<file path="src/design/bmps_pkg.sv">
// ----------------------------------------------------------------------------
// Bus master poll scheduler package
// Item types, table entry types, codes and constants shared by the block.
// ----------------------------------------------------------------------------
package bmps_pkg;

	localparam int MAX_CHANNELS_DEF = 64;

	// Item actions.
	localparam logic [1:0] ACT_TICK  = 2'd0;
	localparam logic [1:0] ACT_POLL  = 2'd1;
	localparam logic [1:0] ACT_WRITE = 2'd2;

	// Configuration register indexes.
	localparam logic [1:0] CFG_CHANNEL_COUNT = 2'd0;
	localparam logic [1:0] CFG_PAUSE_TICKS   = 2'd1;
	localparam logic [1:0] CFG_MASTER_ENABLE = 2'd2;

	// Channel status codes.
	localparam logic [1:0] ST_PENDING = 2'd0;
	localparam logic [1:0] ST_OK      = 2'd1;
	localparam logic [1:0] ST_TIMEOUT = 2'd2;

	localparam logic [2:0]  ERR_LIMIT         = 3'd5;
	localparam logic [15:0] PAUSE_RESET       = 16'd5;
	localparam logic [15:0] TIMEOUT_RESET     = 16'd100;
	localparam logic [7:0]  PAUSE_TICKS_RESET = 8'd2;

	typedef struct packed {
		logic [1:0]  action;
		logic        response_complete;
		logic        response_valid;
		logic [5:0]  entry_index;
		logic        entry_enable;
		logic [15:0] entry_timeout;
	} in_item_t;

	typedef struct packed {
		logic       request_sent;
		logic [5:0] current_channel;
		logic       response_ok;
		logic       timeout_seen;
		logic       timeout_error_set;
		logic       restore_settings;
		logic       led;
	} result_t;

	// Entry fields written by table writes.
	typedef struct packed {
		logic        enabled;
		logic [15:0] timeout;
	} cfg_entry_t;

	// Entry fields written by poll steps.
	typedef struct packed {
		logic [2:0] err_count;
		logic [1:0] status;
	} st_entry_t;

	typedef enum logic [1:0] {
		S_IDLE,
		S_LOOKUP,
		S_EXEC
	} state_t;

	typedef struct packed {
		logic load;
		logic lookup;
		logic exec;
	} cmd_t;

	typedef struct packed {
		logic poll_active;
	} stat_t;

endpackage

</file>
<file path="src/design/bmps_table.sv">
// ----------------------------------------------------------------------------
// Channel table
// Two simple dual-port memories with registered reads: line settings written by
// table writes, and status written by poll steps. Valid bits per entry give
// the reset contents until an entry is first written.
// ----------------------------------------------------------------------------
module bmps_table
	import bmps_pkg::*;
#(
	parameter int DEPTH = MAX_CHANNELS_DEF,
	parameter int IDX_W = (DEPTH > 1) ? $clog2(DEPTH) : 1
) (
	input  logic             clk,
	input  logic             arst_n,
	input  logic [IDX_W-1:0] rd_addr,
	output cfg_entry_t       rd_cfg,
	output st_entry_t        rd_st,
	input  logic             wr_cfg,
	input  logic [IDX_W-1:0] wr_cfg_addr,
	input  cfg_entry_t       wr_cfg_data,
	input  logic             wr_st,
	input  logic [IDX_W-1:0] wr_st_addr,
	input  st_entry_t        wr_st_data
);

	cfg_entry_t mem_cfg [DEPTH];
	st_entry_t  mem_st  [DEPTH];
	logic [DEPTH-1:0] vld_cfg_q;
	logic [DEPTH-1:0] vld_st_q;
	cfg_entry_t rd_cfg_q;
	st_entry_t  rd_st_q;
	logic       rd_vcfg_q;
	logic       rd_vst_q;

	always_ff @(posedge clk) begin
		if (wr_cfg) begin
			mem_cfg[wr_cfg_addr] <= wr_cfg_data;
		end
		if (wr_st) begin
			mem_st[wr_st_addr] <= wr_st_data;
		end
		rd_cfg_q <= mem_cfg[rd_addr];
		rd_st_q  <= mem_st[rd_addr];
	end

	always_ff @(posedge clk or negedge arst_n) begin
		if (!arst_n) begin
			vld_cfg_q <= '0;
			vld_st_q  <= '0;
			rd_vcfg_q <= 1'b0;
			rd_vst_q  <= 1'b0;
		end else begin
			if (wr_cfg) begin
				vld_cfg_q[wr_cfg_addr] <= 1'b1;
			end
			if (wr_st) begin
				vld_st_q[wr_st_addr] <= 1'b1;
			end
			rd_vcfg_q <= vld_cfg_q[rd_addr];
			rd_vst_q  <= vld_st_q[rd_addr];
		end
	end

	// An entry never written reads as its reset contents.
	always_comb begin
		if (rd_vcfg_q) begin
			rd_cfg = rd_cfg_q;
		end else begin
			rd_cfg.enabled = 1'b0;
			rd_cfg.timeout = TIMEOUT_RESET;
		end
		if (rd_vst_q) begin
			rd_st = rd_st_q;
		end else begin
			rd_st.err_count = '0;
			rd_st.status    = ST_PENDING;
		end
	end

endmodule

</file>
<file path="src/design/bmps_ctrl.sv">
// ----------------------------------------------------------------------------
// Poll scheduler controller
// Sequences each item through execution, with a table lookup first for an
// active poll step, and marks the result cycle.
// ----------------------------------------------------------------------------
module bmps_ctrl
	import bmps_pkg::*;
(
	input  logic  clk,
	input  logic  arst_n,
	input  logic  start,
	input  stat_t stat,
	output cmd_t  cmd,
	output logic  busy,
	output logic  done
);

	state_t state_q;
	state_t state_n;
	logic   done_q;

	always_comb begin
		state_n = state_q;
		case (state_q)
			S_IDLE: begin
				if (start) begin
					state_n = stat.poll_active ? S_LOOKUP : S_EXEC;
				end
			end
			S_LOOKUP: begin
				state_n = S_EXEC;
			end
			S_EXEC: begin
				state_n = S_IDLE;
			end
			default: begin
				state_n = S_IDLE;
			end
		endcase
	end

	always_comb begin
		cmd  = '0;
		busy = 1'b1;
		case (state_q)
			S_IDLE: begin
				busy     = 1'b0;
				cmd.load = start;
			end
			S_LOOKUP: begin
				cmd.lookup = 1'b1;
			end
			S_EXEC: begin
				cmd.exec = 1'b1;
			end
			default: begin
				busy = 1'b1;
			end
		endcase
	end

	always_ff @(posedge clk or negedge arst_n) begin
		if (!arst_n) begin
			state_q <= S_IDLE;
			done_q  <= 1'b0;
		end else begin
			state_q <= state_n;
			done_q  <= cmd.exec;
		end
	end

	assign done = done_q;

endmodule

</file>
<file path="src/design/bmps_dp.sv">
// ----------------------------------------------------------------------------
// Poll scheduler datapath
// Configuration registers, tick timers, round-robin indexes, LED state, the
// channel table and the result register.
// ----------------------------------------------------------------------------
module bmps_dp
	import bmps_pkg::*;
#(
	parameter int MAX_CHANNELS = MAX_CHANNELS_DEF
) (
	input  logic       clk,
	input  logic       arst_n,
	input  cmd_t       cmd,
	output stat_t      stat,
	input  in_item_t   item,
	output result_t    result,
	input  logic       cfg_we,
	input  logic [1:0] cfg_index,
	input  logic [7:0] cfg_data
);

	localparam int IDX_W = (MAX_CHANNELS > 1) ? $clog2(MAX_CHANNELS) : 1;
	localparam int CW    = (IDX_W + 1 > 7) ? IDX_W + 1 : 7;

	logic [6:0]  chan_count_q;
	logic [7:0]  pause_ticks_q;
	logic        master_en_q;

	in_item_t    item_q;
	logic        poll_act_q;
	logic        sel_q;
	logic [IDX_W-1:0] serving_q;
	logic [IDX_W-1:0] next_q;
	logic [15:0] pause_q;
	logic [15:0] rsp_q;
	logic        round_err_q;
	logic        led_q;
	result_t     res_q;

	logic [CW-1:0]    count_eff;
	logic             sel;
	logic             wrap;
	logic [IDX_W-1:0] rd_addr;
	cfg_entry_t       rd_cfg;
	st_entry_t        rd_st;
	logic             slot_ok;
	logic             wr_cfg;
	logic             wr_st;
	cfg_entry_t       wr_cfg_data;
	st_entry_t        wr_st_data;

	logic [16:0] load_sum;
	logic [15:0] load_pause;
	logic [15:0] rt1;
	logic [15:0] pt1;
	logic [1:0]  st1;
	logic [15:0] pause_n;
	logic [15:0] rsp_n;
	logic        set_round_err;
	result_t     res_n;

	// Counts above the table depth behave as the table depth.
	assign count_eff = (CW'(chan_count_q) > CW'(MAX_CHANNELS)) ?
		CW'(MAX_CHANNELS) : CW'(chan_count_q);

	assign stat.poll_active = (item.action == ACT_POLL) && (chan_count_q != '0) && master_en_q;

	assign sel     = (pause_q == '0) && (rsp_q == '0);
	assign wrap    = (CW'(next_q) + CW'(1)) >= count_eff;
	assign rd_addr = sel ? next_q : serving_q;
	assign slot_ok = CW'(item_q.entry_index) < CW'(MAX_CHANNELS);

	bmps_table #(
		.DEPTH(MAX_CHANNELS),
		.IDX_W(IDX_W)
	) u_table (
		.clk         (clk),
		.arst_n      (arst_n),
		.rd_addr     (rd_addr),
		.rd_cfg      (rd_cfg),
		.rd_st       (rd_st),
		.wr_cfg      (wr_cfg),
		.wr_cfg_addr (IDX_W'(item_q.entry_index)),
		.wr_cfg_data (wr_cfg_data),
		.wr_st       (wr_st),
		.wr_st_addr  (serving_q),
		.wr_st_data  (wr_st_data)
	);

	assign wr_cfg = cmd.exec && (item_q.action == ACT_WRITE) && slot_ok;
	assign wr_cfg_data.enabled = item_q.entry_enable;
	assign wr_cfg_data.timeout = item_q.entry_timeout;
	assign wr_st = cmd.exec && poll_act_q && rd_cfg.enabled;

	// Timer load on a new request saturates at the top of the 16-bit range.
	assign load_sum   = {1'b0, rd_cfg.timeout} + 17'(pause_ticks_q);
	assign load_pause = load_sum[16] ? 16'hFFFF : load_sum[15:0];

	assign rt1 = sel_q ? rd_cfg.timeout : rsp_q;
	assign pt1 = sel_q ? load_pause : pause_q;
	assign st1 = sel_q ? ST_PENDING : rd_st.status;

	always_comb begin
		pause_n       = pause_q;
		rsp_n         = rsp_q;
		set_round_err = 1'b0;
		wr_st_data    = rd_st;
		res_n         = '0;
		if (item_q.action == ACT_TICK) begin
			if (pause_q != '0) begin
				pause_n = pause_q - 16'd1;
			end
			if (rsp_q != '0) begin
				rsp_n = rsp_q - 16'd1;
			end
		end else if (poll_act_q && rd_cfg.enabled) begin
			res_n.request_sent = sel_q;
			pause_n            = pt1;
			rsp_n              = rt1;
			wr_st_data.status  = st1;
			if (rt1 != '0) begin
				if (item_q.response_complete && item_q.response_valid) begin
					res_n.response_ok    = 1'b1;
					wr_st_data.err_count = '0;
					wr_st_data.status    = ST_OK;
					pause_n              = 16'(pause_ticks_q);
					rsp_n                = '0;
				end
			end else begin
				res_n.restore_settings = 1'b1;
				// A timeout is counted once per request, on the first step after expiry.
				if (st1 == ST_PENDING) begin
					wr_st_data.status  = ST_TIMEOUT;
					res_n.timeout_seen = 1'b1;
					if (rd_st.err_count < ERR_LIMIT) begin
						wr_st_data.err_count = rd_st.err_count + 3'd1;
					end else begin
						res_n.timeout_error_set = 1'b1;
						set_round_err           = 1'b1;
					end
				end
			end
		end
		res_n.current_channel = 6'(serving_q);
		res_n.led             = led_q;
	end

	always_ff @(posedge clk) begin
		if (cmd.load) begin
			item_q     <= item;
			poll_act_q <= stat.poll_active;
		end
		if (cmd.lookup) begin
			sel_q <= sel;
		end
		if (cmd.exec) begin
			res_q <= res_n;
		end
	end

	always_ff @(posedge clk or negedge arst_n) begin
		if (!arst_n) begin
			chan_count_q  <= '0;
			pause_ticks_q <= PAUSE_TICKS_RESET;
			master_en_q   <= 1'b0;
			serving_q     <= '0;
			next_q        <= '0;
			pause_q       <= PAUSE_RESET;
			rsp_q         <= '0;
			round_err_q   <= 1'b0;
			led_q         <= 1'b0;
		end else begin
			if (cfg_we) begin
				case (cfg_index)
					CFG_CHANNEL_COUNT: chan_count_q  <= cfg_data[6:0];
					CFG_PAUSE_TICKS:   pause_ticks_q <= cfg_data;
					CFG_MASTER_ENABLE: master_en_q   <= cfg_data[0];
					default: begin
						master_en_q <= master_en_q;
					end
				endcase
			end
			if (cmd.lookup && sel) begin
				serving_q <= next_q;
				if (wrap) begin
					next_q <= '0;
					if (round_err_q) begin
						led_q       <= 1'b1;
						round_err_q <= 1'b0;
					end else begin
						led_q <= ~led_q;
					end
				end else begin
					next_q <= next_q + IDX_W'(1);
				end
			end
			if (cmd.exec) begin
				pause_q <= pause_n;
				rsp_q   <= rsp_n;
				if (set_round_err) begin
					round_err_q <= 1'b1;
				end
			end
		end
	end

	assign result = res_q;

	a_ok_closes_window: assert property (@(posedge clk) disable iff (!arst_n)
		(cmd.exec && res_n.response_ok) |=> (rsp_q == '0))
		else $error("valid response left the response timer running");

	a_ok_excl_restore: assert property (@(posedge clk) disable iff (!arst_n)
		cmd.exec |-> !(res_n.response_ok && res_n.restore_settings))
		else $error("response accepted and window closed in the same step");

	a_err_needs_timeout: assert property (@(posedge clk) disable iff (!arst_n)
		(cmd.exec && res_n.timeout_error_set) |=> (round_err_q && res_q.timeout_seen))
		else $error("timeout error raised without a counted timeout");

	a_next_in_round: assert property (@(posedge clk) disable iff (!arst_n)
		(cmd.lookup && sel && !wrap) |=> (CW'(next_q) < count_eff))
		else $error("next channel index left the round");

endmodule

</file>
<file path="src/design/bus_master_poll_scheduler.sv">
// ----------------------------------------------------------------------------
// Bus master poll scheduler
// Round-robin poller for a shared serial bus: tick timers, per-channel
// response timeouts, error counting and a round status LED.
// ----------------------------------------------------------------------------
//  Channel   Signals                                 Accepted when
//  input     start, busy, item                       start && !busy
//  result    done, result                            done (one cycle, no hold-off)
//  config    cfg_valid, cfg_ready, cfg_index, cfg_data  cfg_valid && cfg_ready
//
// A tick, a table write or an idle poll step goes from accept through the execute
// state to its result strobe; a poll step that reaches the table passes through
// the lookup state first, because the channel entry is read from a memory with a registered read port.
// The next item is accepted in the cycle that the previous result is shown.
// After reset the table reads as its reset contents through per-entry valid
// bits, so no clearing pass is needed. Results cannot be stalled.
// ----------------------------------------------------------------------------
module bus_master_poll_scheduler
	import bmps_pkg::*;
#(
	parameter int MAX_CHANNELS = MAX_CHANNELS_DEF
) (
	input  logic       clk,
	input  logic       arst_n,
	input  logic       start,
	output logic       busy,
	input  in_item_t   item,
	output logic       done,
	output result_t    result,
	input  logic       cfg_valid,
	output logic       cfg_ready,
	input  logic [1:0] cfg_index,
	input  logic [7:0] cfg_data
);

	cmd_t  cmd;
	stat_t stat;

	assign cfg_ready = 1'b1;

	bmps_ctrl u_ctrl (
		.clk    (clk),
		.arst_n (arst_n),
		.start  (start),
		.stat   (stat),
		.cmd    (cmd),
		.busy   (busy),
		.done   (done)
	);

	bmps_dp #(
		.MAX_CHANNELS(MAX_CHANNELS)
	) u_dp (
		.clk       (clk),
		.arst_n    (arst_n),
		.cmd       (cmd),
		.stat      (stat),
		.item      (item),
		.result    (result),
		.cfg_we    (cfg_valid && cfg_ready),
		.cfg_index (cfg_index),
		.cfg_data  (cfg_data)
	);

endmodule

</file>
<file path="config.mk">
export PLATFORM = sky130hd
export DESIGN_NAME = bus_master_poll_scheduler
export DESIGN_NICKNAME = d
export VERILOG_FILES = /design/src/design/bmps_pkg.sv /design/src/design/bmps_table.sv /design/src/design/bmps_ctrl.sv /design/src/design/bmps_dp.sv /design/src/design/bus_master_poll_scheduler.sv
export SDC_FILE = /design/constraint.sdc
export NUM_CORES = 2
export LEC_CHECK = 0
export BUFFER_PORTS_ARGS = -buffer_cell sky130_fd_sc_hd__buf_4
export CAP_MARGIN = 20
export CELL_PAD_IN_SITES_DETAIL_PLACEMENT = 1
export CELL_PAD_IN_SITES_GLOBAL_PLACEMENT = 1
export CORE_ASPECT_RATIO = 1.75
export CORE_UTILIZATION = 45
export DETAILED_ROUTE_END_ITERATION = 10
export HOLD_SLACK_MARGIN = 0.08
export MAX_ROUTING_LAYER = met4
export PLACE_DENSITY = 0.66
export SLEW_MARGIN = 30
export SYNTH_ARGS = -nofsm -noshare
export SYNTH_HDL_FRONTEND = slang
export SYNTH_SLANG_ARGS = --single-unit
</file>
<file path="constraint.sdc">
create_clock -name clk -period 6.8 [get_ports clk]
set_input_delay 0.68 -clock clk [delete_from_list [all_inputs] [get_ports clk]]
set_output_delay 0.68 -clock clk [all_outputs]
set_load 0.1 [all_outputs]
</file>
==> summary.md <==
| Metric | Value |
|---|---|
| Initial antenna violation count | `6` |
| Syn_nets | `4,702` |
| Post-synth top area share | `0.652` |
| Mapped Area | `0.0667 mm²` |
| Initial Utilization | `0.454` |
| Yosys top cell by area | `edfxtp_1` |
| Final Power | `21.8 mW` |
| Power Density | `289 mW/mm²` |
| Seq/Total Area, Yosys | `0.732` |
| Num ports | `56` |
| CORE AREA | `0.147 mm²` |
| Final min period | `5.99 ns` |
| Most frequent cells in the layout | `edfxtp_1 (1,449), nand2_1 (587), mux2i_1 (388)` |
| Async SR Flop Fraction | `0.117` |
| Min-delay src | `cfg_data[2]` |
| Number of synthesized register bits | `1,666` |
| Fmax | `167 MHz` |
| Worst-Margin Slew | `1.22 ns` |
| Final-report hold violation count | `0` |
| Mapped Cells | `4,640` |
| Area Growth Syn to Fin | `13.4%` |
| Worst min path class | `input pin to flip-flop` |
| Largest net degree at the start of global routing | `103` |
| FF-to-FF setup slack | `0.81 ns` |
| Clock slew at reported path FFs | `0.06 ns` |
| Pins over their slew limit | `0` |
| Nets | `4,841` |
| Skew final | `0.0301 ns` |
| CTS Buf Count | `153` |
| Commonest non-fill, non-tap cell in the layout | `edfxtp_1` |
| VDD IR max | `0.256 mV` |
| Finished Cell Area | `0.0756 mm²` |
| Later-pin clock latency in the skew report | `0.80 ns` |
| Fraction of layout cells with a size suffix above 1 | `0.142` |
| Vias post-DR | `40,912` |
| ANT nets after route | `0` |
| Gpl congestion | `0.873` |
| First-pass DRT Iterations | `5` |
| Drc violations | `0` |
| Mean Syn Cell Area | `14.4 µm²` |
| Fillers | `14,108` |
| DP HPWL | `129 mm` |
| Routed vias/inst | `5.94` |
| First-pass GRT wire length | `295 mm` |
| Ys flop type | `edfxtp_1` |
| Total GRT Usage | `0.282` |
| Final hold slack | `0.156 ns` |
| Post-synth EDFFs | `1,449` |
| Maximum root-to-sink buffer count | `3` |
| Max H-tree Level | `4` |
| Die X-Extent | `293 µm` |
| Wire per inst | `29.8 µm` |
| CP Data Arrival Time | `6.64 ns` |
| Worst R2R Start | `u_dp.pause_q[1]` |
| WP data required | `7.44 ns` |
| TritonCTS clock tree | `built` |
| Pleak | `28.7 nW` |
| CP Capture Type | `flip-flop` |
| Synth Warn # | `0` |
| Worst relative slew slack | `0.181` |
| Fin crit share | `0.881` |
| Maximum fanout along the worst path | `71` |
| Number of DRC markers in iteration 0 | `3,059` |
| Total clock sinks | `1,666` |
| Row count | `186` |
| Port Buffers | `54` |
| Overflow after GRT | `0` |
| Final setup fails | `0` |
| Setup TNS | `0 ns` |
| CTS root buffer | `clkbuf_16` |
| Total Die Area | `0.150 mm²` |
| Post-DP Area | `0.0702 mm²` |
| RSZ-0062 raised after global routing | `false` |
| Synth cell types | `68` |
| Setup crit start | `u_dp.pause_q[1]` |
| Outcome | `finished clean` |
| Max-cap viol count | `0` |
| Die Span Y | `511 µm` |
| Final wirelength | `206 mm` |
| Type of origin of the critical path | `flip-flop` |
| Setup CP Type | `flip-flop to flip-flop` |
| Number of global-route vias before repair | `42,888` |
| Synth area leaders | `edfxtp_1 (65%), dfrtp_1 (7.2%), mux2i_1 (5.9%), nand2_1 (3.3%), a21oi_1 (2.5%)` |
-- cell type report --
type	instances	area, µm²	area share
Sequential cell	1666	48800	0.646
Multi-Input combinational cell	2666	16800	0.222
Clock buffer	217	4350	0.0575
Tap cell	1974	2470	0.0327
Timing Repair Buffer	266	2280	0.0302
Clock inverter	67	772	0.0102
Inverter	26	97.6	0.00129
Antenna cell	6	15.0	0.000199
-- Yosys cell counts, types with 17 or more instances --
library cell	number
a22oi_1	48
nand3_1	130
buf_1	30
a21oi_1	334
dfrtp_1	192
and4_1	24
ha_1	20
nor3_1	20
buf_4	23
mux2_2	17
or2_2	134
o22ai_1	202
o21ai_0	155
nor2_1	176
buf_6	20
buf_2	81
mux2i_1	390
dfxtp_1	22
a311oi_1	97
a21o_1	106
clkbuf_1	127
nand4_1	30
nor4_1	30
inv_1	26
nand2_1	591
edfxtp_1	1449
-- report_power, final --
group	internal (mW)	total, mW	leakage, nW	switching, mW
registers	11.4	11.6	16.1	0.196
clock network	5.08	8.92	2.50	3.84
logic	0.409	1.34	10.1	0.928
-- per-stage QoR --
step	setup slack [ns]	utilization	cells
floorplan	1.51	-	4640
global placement	0.824	0.477	6564
detailed placement	0.864	0.478	6568
CTS	0.863	0.515	6881
global route	0.652	0.515	6886
finish	0.806	0.515	6888
-- metal layers --
layer | wire, µm | up-vias | share of wire | track usage
met1 | 73400 | 21436 | 0.36 | 0.300
met2 | 110000 | 1085 | 0.54 | 0.497
li1 | - | 17909 | - | -
met3 | 6980 | 482 | 0.034 | 0.0305
met4 | 14700 | 0 | 0.072 | 0.180
met5 | 0 | - | 0 | -
-- critical path, stage by stage, from the launching register on --
cell	delay [ns]
dfrtp_1	0.41
inv_1	0.07
ha_1	0.17
or3b_2	0.53
nor3_4	0.39
and4bb_1	0.63
mux2i_4	0.91
buf_12	0.47
buf_4	0.48
mux2i_1	0.45
o22ai_1	0.20
o21ai_0	0.52
and4_1	0.38
nand4_1	0.11
-- timing repair --
action	4_1_cts	5_1_grt
resized for setup	0	0
endpoints found under the hold margin	125	0
hold buffers	29	0
setup buffers	0	0
-- flip-flops by register name, summed over array words and instances, names as in the netlist --
name	flops
u_dp.next_q	6
u_dp.master_en_q	1
u_dp.u_table.mem_st	320
u_ctrl.done	1
u_dp.u_table.rd_cfg_q	17
u_dp.chan_count_q	7
u_dp.u_table.rd_vcfg_q	1
u_dp.result	12
u_dp.pause_ticks_q	8
u_dp.u_table.mem_cfg	1088
u_dp.u_table.rd_vst_q	1
u_dp.pause_q	16
u_dp.led_q	1
u_ctrl.state_q	2
u_dp.u_table.rd_st_q	5
u_dp.poll_act_q	1
u_dp.u_table.vld_st_q	64
u_dp.round_err_q	1
u_dp.serving_q	6
u_dp.u_table.vld_cfg_q	64
u_dp.rsp_q	16
u_dp.sel_q	1
u_dp.item_q	27
-- worst paths after layout --
| path | end | cells past startpoint |
|---|---|---|
| min in group asynchronous | u_dp.pause_ticks_q[2] | 2 |
| min | u_dp.pause_ticks_q[2] | 2 |
| max in group asynchronous | u_dp.u_table.vld_cfg_q[9] | 3 |
| max reg2reg | u_dp.u_table.rd_cfg_q[1] | 13 |
| max | u_dp.u_table.rd_cfg_q[1] | 13 |
| min reg2reg | u_dp.u_table.vld_cfg_q[36] | 1 |
-- cells by family after synthesis --
group | after synthesis | synth area share
multiplexers | 407 | 0.0614
adder cells (fa/ha/maj) | 21 | 0.00405
flip-flops | 1666 | 0.732
AND/OR/NAND/NOR | 1218 | 0.0846
AO/OA/AOI/OAI | 1000 | 0.0927
buffers and inverters | 308 | 0.0224
other | 1 | 0.0000562
XOR/XNOR | 19 | 0.00250
(Power assumes the default switching activity.)
